<file path="src/hbwm_pkg.sv">
// Shared constants, command codes and control structs of the heartbeat watchdog monitor.
package hbwm_pkg;

  localparam int SLOTS_DEF    = 16;
  localparam int AGE_BITS_DEF = 16;

  localparam int CMD_W      = 2;
  localparam int SID_W      = 4;
  localparam int ASSIGN_W   = 4;
  localparam int MASK_W     = 16;
  localparam int TIMEOUT_W  = 16;
  localparam int INTERVAL_W = 8;
  localparam int CFG_IDX_W  = 2;
  localparam int CFG_DATA_W = 16;

  localparam logic [CMD_W-1:0] CMD_REGISTER  = 2'd0;
  localparam logic [CMD_W-1:0] CMD_HEARTBEAT = 2'd1;
  localparam logic [CMD_W-1:0] CMD_TICK      = 2'd2;

  localparam logic [CFG_IDX_W-1:0] REG_STALE_TIMEOUT  = 2'd0;
  localparam logic [CFG_IDX_W-1:0] REG_CHECK_INTERVAL = 2'd1;

  localparam logic [TIMEOUT_W-1:0]  STALE_TIMEOUT_RST  = 16'd10;
  localparam logic [INTERVAL_W-1:0] CHECK_INTERVAL_RST = 8'd1;

  typedef struct packed {
    logic accept;
    logic walk_step;
    logic load_out;
  } dp_cmd_t;

  typedef struct packed {
    logic tick_walk;
    logic walk_last;
  } dp_status_t;

endpackage

</file>
<file path="src/hbwm_in_if.sv">
// Input channel: one command word per handshake.
interface hbwm_in_if;
  logic                       valid;
  logic                       ready;
  logic [hbwm_pkg::CMD_W-1:0] command;
  logic [hbwm_pkg::SID_W-1:0] slot_id;

  modport source (output valid, output command, output slot_id, input ready);
  modport sink   (input valid, input command, input slot_id, output ready);
endinterface

</file>
<file path="src/hbwm_out_if.sv">
// Output channel: one result word per handshake.
interface hbwm_out_if;
  logic                          valid;
  logic                          ready;
  logic [hbwm_pkg::ASSIGN_W-1:0] assigned_slot;
  logic                          registry_full;
  logic                          check_done;
  logic                          pet;
  logic [hbwm_pkg::MASK_W-1:0]   stale_mask;

  modport source (output valid, output assigned_slot, output registry_full,
                  output check_done, output pet, output stale_mask, input ready);
  modport sink   (input valid, input assigned_slot, input registry_full,
                  input check_done, input pet, input stale_mask, output ready);
endinterface

</file>
<file path="src/hbwm_dp.sv">
// Datapath: age memory, slot count, tick counter, config registers and result registers.
module hbwm_dp #(
  parameter int SLOTS    = hbwm_pkg::SLOTS_DEF,
  parameter int AGE_BITS = hbwm_pkg::AGE_BITS_DEF
) (
  input  logic                               clk,
  input  logic                               rst,
  input  hbwm_pkg::dp_cmd_t                  cmd,
  output hbwm_pkg::dp_status_t               status,
  input  logic [hbwm_pkg::CMD_W-1:0]         in_command,
  input  logic [hbwm_pkg::SID_W-1:0]         in_slot_id,
  input  logic                               write_enable,
  input  logic [hbwm_pkg::CFG_IDX_W-1:0]     write_index,
  input  logic [hbwm_pkg::CFG_DATA_W-1:0]    write_data,
  output logic [hbwm_pkg::ASSIGN_W-1:0]      out_assigned_slot,
  output logic                               out_registry_full,
  output logic                               out_check_done,
  output logic                               out_pet,
  output logic [hbwm_pkg::MASK_W-1:0]        out_stale_mask
);

  localparam int IDX_W = (SLOTS > 1) ? $clog2(SLOTS) : 1;
  localparam int CNT_W = $clog2(SLOTS + 1);
  localparam int CMP_W = (CNT_W > hbwm_pkg::SID_W) ? CNT_W : hbwm_pkg::SID_W;
  localparam int AW    = (AGE_BITS > hbwm_pkg::TIMEOUT_W) ? AGE_BITS : hbwm_pkg::TIMEOUT_W;
  localparam logic [CNT_W-1:0]    SLOTS_C = CNT_W'(SLOTS);
  localparam logic [AGE_BITS-1:0] AGE_TOP = {AGE_BITS{1'b1}};

  logic [AGE_BITS-1:0] age_mem [SLOTS];

  logic [hbwm_pkg::TIMEOUT_W-1:0]  stale_timeout;
  logic [hbwm_pkg::INTERVAL_W-1:0] check_interval;
  logic [CNT_W-1:0]                slots_used;
  logic [hbwm_pkg::INTERVAL_W-1:0] ticks_since_check;

  logic [IDX_W-1:0]    walk_idx;
  logic [IDX_W-1:0]    pend_idx;
  logic                pend;
  logic [AGE_BITS-1:0] age_rd;

  logic [hbwm_pkg::ASSIGN_W-1:0] res_assigned;
  logic                          res_full;
  logic                          res_done;
  logic                          any_stale;
  logic [hbwm_pkg::MASK_W-1:0]   res_mask;

  logic                            has_room;
  logic                            hb_hit;
  logic [hbwm_pkg::INTERVAL_W-1:0] interval_eff;
  logic [hbwm_pkg::INTERVAL_W-1:0] ticks_next;
  logic                            check_now;
  logic [AGE_BITS-1:0]             age_next;
  logic                            slot_stale;

  always_comb begin
    has_room     = (slots_used < SLOTS_C);
    hb_hit       = (CMP_W'(in_slot_id) < CMP_W'(slots_used));
    interval_eff = (check_interval == '0) ? hbwm_pkg::INTERVAL_W'(1) : check_interval;
    ticks_next   = ticks_since_check + hbwm_pkg::INTERVAL_W'(1);
    check_now    = (ticks_next >= interval_eff);
    age_next     = (age_rd != AGE_TOP) ? age_rd + AGE_BITS'(1) : age_rd;
    slot_stale   = res_done && (AW'(age_next) > AW'(stale_timeout));
    status.tick_walk = (in_command == hbwm_pkg::CMD_TICK) && (slots_used != '0);
    status.walk_last = (CNT_W'(walk_idx) + CNT_W'(1)) == slots_used;
  end

  always_ff @(posedge clk) begin
    if (rst) begin
      stale_timeout  <= hbwm_pkg::STALE_TIMEOUT_RST;
      check_interval <= hbwm_pkg::CHECK_INTERVAL_RST;
    end else if (write_enable) begin
      case (write_index)
        hbwm_pkg::REG_STALE_TIMEOUT:  stale_timeout  <= write_data;
        hbwm_pkg::REG_CHECK_INTERVAL: check_interval <= write_data[hbwm_pkg::INTERVAL_W-1:0];
        default: ;
      endcase
    end
  end

  // Age memory: one write port, one registered read port.
  always_ff @(posedge clk) begin
    if (pend) begin
      age_mem[pend_idx] <= age_next;
    end else if (cmd.accept) begin
      if (in_command == hbwm_pkg::CMD_REGISTER && has_room) begin
        age_mem[slots_used[IDX_W-1:0]] <= '0;
      end else if (in_command == hbwm_pkg::CMD_HEARTBEAT && hb_hit) begin
        age_mem[IDX_W'(in_slot_id)] <= '0;
      end
    end
    if (cmd.walk_step) begin
      age_rd <= age_mem[walk_idx];
    end
  end

  always_ff @(posedge clk) begin
    if (rst) begin
      slots_used        <= '0;
      ticks_since_check <= '0;
      pend              <= 1'b0;
    end else begin
      pend <= cmd.walk_step;
      if (cmd.accept) begin
        if (in_command == hbwm_pkg::CMD_REGISTER && has_room) begin
          slots_used <= slots_used + CNT_W'(1);
        end
        if (in_command == hbwm_pkg::CMD_TICK) begin
          ticks_since_check <= check_now ? '0 : ticks_next;
        end
      end
    end
  end

  always_ff @(posedge clk) begin
    if (cmd.accept) begin
      walk_idx     <= '0;
      any_stale    <= 1'b0;
      res_mask     <= '0;
      res_assigned <= (in_command == hbwm_pkg::CMD_REGISTER && has_room) ?
                      hbwm_pkg::ASSIGN_W'(slots_used) : '0;
      res_full     <= (in_command == hbwm_pkg::CMD_REGISTER) && !has_room;
      res_done     <= (in_command == hbwm_pkg::CMD_TICK) && check_now;
    end else begin
      if (cmd.walk_step) begin
        walk_idx <= walk_idx + IDX_W'(1);
        pend_idx <= walk_idx;
      end
      // Slots past the mask width shift out and leave only the pet flag.
      if (pend && slot_stale) begin
        any_stale <= 1'b1;
        res_mask  <= res_mask | (hbwm_pkg::MASK_W'(1) << pend_idx);
      end
    end
  end

  always_ff @(posedge clk) begin
    if (cmd.load_out) begin
      out_assigned_slot <= res_assigned;
      out_registry_full <= res_full;
      out_check_done    <= res_done;
      out_pet           <= res_done && !any_stale;
      out_stale_mask    <= res_mask;
    end
  end

endmodule

</file>
<file path="src/hbwm_ctrl.sv">
// Controller: sequences accept, the slot walk and the output handoff.
module hbwm_ctrl (
  input  logic                 clk,
  input  logic                 rst,
  input  logic                 in_valid,
  output logic                 in_ready,
  output logic                 out_valid,
  input  logic                 out_ready,
  output hbwm_pkg::dp_cmd_t    cmd,
  input  hbwm_pkg::dp_status_t status
);

  typedef enum logic [1:0] {IDLE, WALK, DRAIN, RESULT} state_t;

  state_t state;
  logic   out_free;

  always_comb begin
    in_ready      = (state == IDLE);
    out_free      = !out_valid || out_ready;
    cmd.accept    = (state == IDLE) && in_valid;
    cmd.walk_step = (state == WALK);
    cmd.load_out  = (state == RESULT) && out_free;
  end

  always_ff @(posedge clk) begin
    if (rst) begin
      state     <= IDLE;
      out_valid <= 1'b0;
    end else begin
      if (state == RESULT && out_free) begin
        out_valid <= 1'b1;
      end else if (out_ready) begin
        out_valid <= 1'b0;
      end
      case (state)
        IDLE: begin
          if (in_valid) begin
            state <= status.tick_walk ? WALK : RESULT;
          end
        end
        WALK: begin
          if (status.walk_last) begin
            state <= DRAIN;
          end
        end
        DRAIN: state <= RESULT;
        RESULT: begin
          // Hold until the output register is free.
          if (out_free) begin
            state <= IDLE;
          end
        end
        default: state <= IDLE;
      endcase
    end
  end

endmodule

</file>
<file path="src/heartbeat_watchdog_monitor_unit.sv">
// Top level of the heartbeat watchdog monitor: controller plus datapath.
//
//   channel  | kind        | word
//   in_ch    | valid/ready | command, slot_id
//   out_ch   | valid/ready | assigned_slot, registry_full, check_done, pet, stale_mask
//   write_*  | write only  | index 0 stale_timeout, index 1 check_interval
//
// Register, heartbeat, unused commands and a tick with no active slot go from accept
// straight to the result state. A tick with active slots passes through WALK, where the
// age memory's single read port walks them one per cycle, then DRAIN and RESULT. One
// word is in work at a time; the output register holds a finished result while the next
// word is accepted. Reset is synchronous and needs no clearing pass.
module heartbeat_watchdog_monitor_unit #(
  parameter int SLOTS    = hbwm_pkg::SLOTS_DEF,
  parameter int AGE_BITS = hbwm_pkg::AGE_BITS_DEF
) (
  input  logic                            clk,
  input  logic                            rst,
  hbwm_in_if.sink                         in_ch,
  hbwm_out_if.source                      out_ch,
  input  logic                            write_enable,
  input  logic [hbwm_pkg::CFG_IDX_W-1:0]  write_index,
  input  logic [hbwm_pkg::CFG_DATA_W-1:0] write_data
);

  hbwm_pkg::dp_cmd_t    cmd;
  hbwm_pkg::dp_status_t status;

  hbwm_ctrl u_ctrl (
    .clk       (clk),
    .rst       (rst),
    .in_valid  (in_ch.valid),
    .in_ready  (in_ch.ready),
    .out_valid (out_ch.valid),
    .out_ready (out_ch.ready),
    .cmd       (cmd),
    .status    (status)
  );

  hbwm_dp #(
    .SLOTS    (SLOTS),
    .AGE_BITS (AGE_BITS)
  ) u_dp (
    .clk               (clk),
    .rst               (rst),
    .cmd               (cmd),
    .status            (status),
    .in_command        (in_ch.command),
    .in_slot_id        (in_ch.slot_id),
    .write_enable      (write_enable),
    .write_index       (write_index),
    .write_data        (write_data),
    .out_assigned_slot (out_ch.assigned_slot),
    .out_registry_full (out_ch.registry_full),
    .out_check_done    (out_ch.check_done),
    .out_pet           (out_ch.pet),
    .out_stale_mask    (out_ch.stale_mask)
  );

`ifndef SYNTHESIS
  a_one_word_in_work: assert property (@(posedge clk) disable iff (rst)
    (in_ch.valid && in_ch.ready) |=> !in_ch.ready)
    else $error("input accepted on two consecutive cycles");

  a_check_excludes_register: assert property (@(posedge clk) disable iff (rst)
    (out_ch.valid && out_ch.check_done) |-> (!out_ch.registry_full && out_ch.assigned_slot == '0))
    else $error("check result carries register fields");

  a_pet_means_clean: assert property (@(posedge clk) disable iff (rst)
    (out_ch.valid && out_ch.pet) |-> (out_ch.check_done && out_ch.stale_mask == '0))
    else $error("pet raised with stale slots or without a check");
`endif

endmodule
</file>
<file path="src/flat_wrapper.sv">
// flat-port wrapper written by rule: the top's interface ports become plain ports
module heartbeat_watchdog_monitor_unit_flat 
#(
  parameter int SLOTS    = hbwm_pkg::SLOTS_DEF,
  parameter int AGE_BITS = hbwm_pkg::AGE_BITS_DEF
)
  (clk, rst, write_enable, write_index, write_data, in_ch_valid, in_ch_command, in_ch_slot_id, in_ch_ready, out_ch_valid, out_ch_assigned_slot, out_ch_registry_full, out_ch_check_done, out_ch_pet, out_ch_stale_mask, out_ch_ready);
  hbwm_in_if in_ch_i ();
  hbwm_out_if out_ch_i ();
  input  logic clk;
  input  logic rst;
  input  logic write_enable;
  input  logic [hbwm_pkg::CFG_IDX_W-1:0] write_index;
  input  logic [hbwm_pkg::CFG_DATA_W-1:0] write_data;
  input wire logic [$bits(in_ch_i.valid)-1:0] in_ch_valid;
  input wire logic [$bits(in_ch_i.command)-1:0] in_ch_command;
  input wire logic [$bits(in_ch_i.slot_id)-1:0] in_ch_slot_id;
  output wire logic [$bits(in_ch_i.ready)-1:0] in_ch_ready;
  output wire logic [$bits(out_ch_i.valid)-1:0] out_ch_valid;
  output wire logic [$bits(out_ch_i.assigned_slot)-1:0] out_ch_assigned_slot;
  output wire logic [$bits(out_ch_i.registry_full)-1:0] out_ch_registry_full;
  output wire logic [$bits(out_ch_i.check_done)-1:0] out_ch_check_done;
  output wire logic [$bits(out_ch_i.pet)-1:0] out_ch_pet;
  output wire logic [$bits(out_ch_i.stale_mask)-1:0] out_ch_stale_mask;
  input wire logic [$bits(out_ch_i.ready)-1:0] out_ch_ready;
  assign in_ch_i.valid = in_ch_valid;
  assign in_ch_i.command = in_ch_command;
  assign in_ch_i.slot_id = in_ch_slot_id;
  assign in_ch_ready = in_ch_i.ready;
  assign out_ch_valid = out_ch_i.valid;
  assign out_ch_assigned_slot = out_ch_i.assigned_slot;
  assign out_ch_registry_full = out_ch_i.registry_full;
  assign out_ch_check_done = out_ch_i.check_done;
  assign out_ch_pet = out_ch_i.pet;
  assign out_ch_stale_mask = out_ch_i.stale_mask;
  assign out_ch_i.ready = out_ch_ready;
  heartbeat_watchdog_monitor_unit #(.SLOTS(SLOTS), .AGE_BITS(AGE_BITS)) u_core (.clk(clk), .rst(rst), .in_ch(in_ch_i), .out_ch(out_ch_i), .write_enable(write_enable), .write_index(write_index), .write_data(write_data));
endmodule
</file>
<file path="config.mk">
export PLATFORM = sky130hd
export DESIGN_NAME = heartbeat_watchdog_monitor_unit_flat
export DESIGN_NICKNAME = d
export VERILOG_FILES = /design/src/hbwm_pkg.sv /design/src/hbwm_in_if.sv /design/src/hbwm_out_if.sv /design/src/hbwm_dp.sv /design/src/hbwm_ctrl.sv /design/src/heartbeat_watchdog_monitor_unit.sv /design/src/flat_wrapper.sv
export SDC_FILE = /design/constraint.sdc
export NUM_CORES = 1
export LEC_CHECK = 0
export BUFFER_PORTS_ARGS = -buffer_cell sky130_fd_sc_hd__buf_4
export CORE_MARGIN = 4
export CORE_UTILIZATION = 53
export DETAILED_ROUTE_END_ITERATION = 8
export GPL_TIMING_DRIVEN = 0
export PLACE_DENSITY = 0.73
export SYNTH_ARGS = -nofsm -noshare
export SYNTH_HDL_FRONTEND = slang
export SYNTH_HIERARCHICAL = 1
export SYNTH_SLANG_ARGS = --single-unit
</file>
<file path="constraint.sdc">
create_clock -name clk -period 2.9 [get_ports clk]
set_input_delay 0.58 -clock clk [delete_from_list [all_inputs] [get_ports clk]]
set_output_delay 0.58 -clock clk [all_outputs]
set_load 0.02 [all_outputs]
</file>
==> results_dict.tcl <==
set metrics [dict create \
    status "finished with violations" \
    failed_checks "negative setup slack" \
    avgSynthCellArea_um2 16.1 \
    pwr_density_cell_nw_per_um2 784 \
    hold_path.class "in -> reg" \
    num_io_pins 54 \
    synth_ff_type "edfxtp_1" \
    final_cell_mix "edfxtp_1 (305), buf_4 (101), mux4_2 (80)" \
    place_congestion 0.832 \
    core_area_um2 28600 \
    yosys-mux-area-fraction_pct 12.6 \
    std_cell_rows 62 \
    grt_overflow 0 \
    timing.rr.end "u_core/u_dp/res_mask[11]" \
    synth.distinct_cells 70 \
    crit_type "reg -> reg" \
    min_to "u_core/u_dp/stale_timeout[3]" \
    cts_tree "yes" \
    dr.pass1.iters 7 \
    vdd_drop_max_uv 417 \
    start_util_pct 53.6 \
    p_leak_nw 6.51 \
    ff2ff_setup_slack_ns -0.39 \
    async_flop_share_pct 0 \
    fin_crit_sh_pct 113 \
    initialDrtViolationCount 1075 \
    synth_compound_area_share_pct 5.17 \
    min_from "write_data[3]" \
    syn_area_um2 15300 \
    clock-sinks 367 \
    max-slew-margin-rel_pct 2.99 \
    yosys.area_share.xor_xnor_pct 1.37 \
    setup_viol 255 \
    worstPathArrival_ns 3.68 \
    vias 9582 \
    drive_above_1_share_pct 33.8 \
    design.die.area_um2 31700 \
    fin_crit_ns 3.29 \
    die_w_um 178 \
    clkTransAtPathRegs_ns 0.06 \
    holdWs_ns 0.261 \
    clockBufferDepth 3 \
    nets 1193 \
    antenna_left 0 \
    power_mw 15.1 \
    rsz0062_at_grt "true" \
    cts_inserted_buffers 38 \
    drv_cap 0 \
    worstSetupEndpointType "flip-flop" \
    rr_startpoint "u_core/u_dp/age_rd[4]" \
    fmax_ghz 0.304 \
    fin_ws_ns -0.385 \
    worst_pin_slew_ns 1.46 \
    drc_errors 0 \
    synth-edff-count 305 \
    die_h_um 178 \
    worstSkewPairLatency_ns 0.56 \
    areaGrowthSynthToFinish_pct 25.3 \
    cts_root_buffer "clkbuf_16" \
    slew_viol_final 0 \
    synthAdderAreaFrac_pct 2.94 \
    fin_cells 1540 \
    io_buffers 53 \
    diodes 0 \
    htreeDepth 2 \
    r2r_cells 13 \
    dp_cells 1397 \
    synth-simple-area-share_pct 7.52 \
    synth_nets 1015 \
    grt_pass1_wl_um 56900 \
    routedWlPerCell_um 26.1 \
    layout_commonest_cell "edfxtp_1" \
    track_usage_pct 24.4 \
    grt_pass1_vias 9250 \
    ys_seq_area_share_pct 67.8 \
    syn_inst 950 \
    critPathMaxFanout 5 \
    finClkSkew_ns 0.0208 \
    hold_violations 0 \
    yosys_warnings 6 \
    routed_wl_um 40300 \
    start_kind "flip-flop" \
    required_ns 3.29 \
    grt_antenna_before_repair 0 \
    hold_depth 2 \
    ys_ff_latch 367 \
    avgViaCountPerCell 6.22 \
    synth_top_family_by_area "multiplexers" \
    grt_start_max_net_pins 24 \
    dp_hpwl_um 22900 \
]
## cell type report
| type | instances | area (um2) |
|---|---|---|
| plain buffers | 39 | 221 |
| clock buffers | 46 | 991 |
| clock inverters | 22 | 243 |
| fillers | 1788 | 9410 |
| inverters | 54 | 203 |
| multi-input cells | 490 | 5250 |
| flip-flops and latches | 367 | 10400 |
| well taps | 384 | 480 |
| repair buffers | 138 | 1430 |
## metrics by stage
step	setup slack (ns)	util (%)	cell area [um2]	TNS, ns
detailed placement	-1.18	57.6	16500	-266.98
floorplan	-0.367	-	15400	-45.99
global route	-0.496	67.1	19200	-52.13
global placement	-1.94	56.8	16300	-396.54
CTS	-0.113	65.2	18700	-1.66
finish	-0.385	67.1	19200	-25.10
## worst max-delay path, cell delays in order (launching register included)
cell and delay [ns]:
edfxtp_1 0.45, buf_4 0.16, and4_1 0.30, nand2b_4 0.10, a211oi_2 0.21, xor2_1 0.33
ha_1 0.32, nand4_1 0.16, nor2_1 0.07, a221o_1 0.35, a211oi_4 0.23, buf_6 0.17
buf_6 0.14, o22ai_1 0.12
## timing repair
action / in CTS / in global routing
setup buffers: 39 / 36
cloned: 1 / 0
pin swaps: 31 / 34
setup endpoints to repair: 518 / 491
resized for setup: 85 / 51
hold buffers: 0 / 0
## state kept, by name (all words and copies together) (netlist names), 5 cells and up
name,flops
u_core/u_dp/check_interval,8
u_core/u_dp/slots_used,5
u_core/u_dp/ticks_since_check,8
u_core/u_dp/out_stale_mask,16
u_core/u_dp/age_rd,16
u_core/u_dp/res_mask,16
u_core/u_dp/age_mem,256
u_core/u_dp/stale_timeout,16
## cells by family (layout without fill, tap and decap cells)
| family | count (synthesis) | in the layout |
|---|---|---|
| buf+inv | 93 | 299 |
| flops | 367 | 367 |
| mux | 93 | 93 |
| compound gates | 120 | 120 |
| fa+ha+maj | 36 | 36 |
| simple gates | 217 | 217 |
| xor+xnor | 24 | 24 |
## synthesized netlist by cell type, drive strengths merged (13+ instances only)
library cell / n / area (um2)
edfxtp: 305 / 9160
mux4: 80 / 1800
nand2: 65 / 246
dfxtp: 62 / 1240
inv: 54 / 203
a21oi: 37 / 185
nor2: 37 / 141
ha: 36 / 450
o22ai: 29 / 181
clkbuf: 24 / 90.1
nor2b: 23 / 144
nand3: 16 / 80.1
buf: 15 / 104
nand4: 15 / 100
nand2b: 14 / 95.1
xor2: 13 / 114
## metal layers
| layer | wire length [um] | GRT usage (%) | vias up |
|---|---|---|---|
| li1 | - | - | 4056 |
| met1 | 15000 | 33.4 | 4738 |
| met2 | 19500 | 38.5 | 622 |
| met3 | 3670 | 3.82 | 166 |
| met4 | 2100 | 11.8 | 0 |
| met5 | 0 | 0 | - |
## worst max-delay path by stage
stage	from	to	slack (ns)
2_1_floorplan	u_core/u_ctrl/state[0]	u_core/u_dp/age_mem[6][0]	-0.37
3_3_place_gp	u_core/u_ctrl/state[0]	u_core/u_dp/age_mem[15][1]	-1.94
3_5_place_dp	u_core/u_ctrl/state[0]	u_core/u_dp/age_mem[13][0]	-1.18
4_1_cts	u_core/u_dp/age_rd[4]	u_core/u_dp/res_mask[6]	-0.11
5_1_grt	u_core/u_dp/age_rd[5]	u_core/u_dp/res_mask[11]	-0.50
6_report	u_core/u_dp/age_rd[4]	u_core/u_dp/res_mask[11]	-0.39
## where the power goes
part / internal (mW) / switching, mW
Combinational: 1.57 / 2.12
Sequential: 6.45 / 0.193
Clock: 2.67 / 2.07
Power figures use the tool's default switching activity.
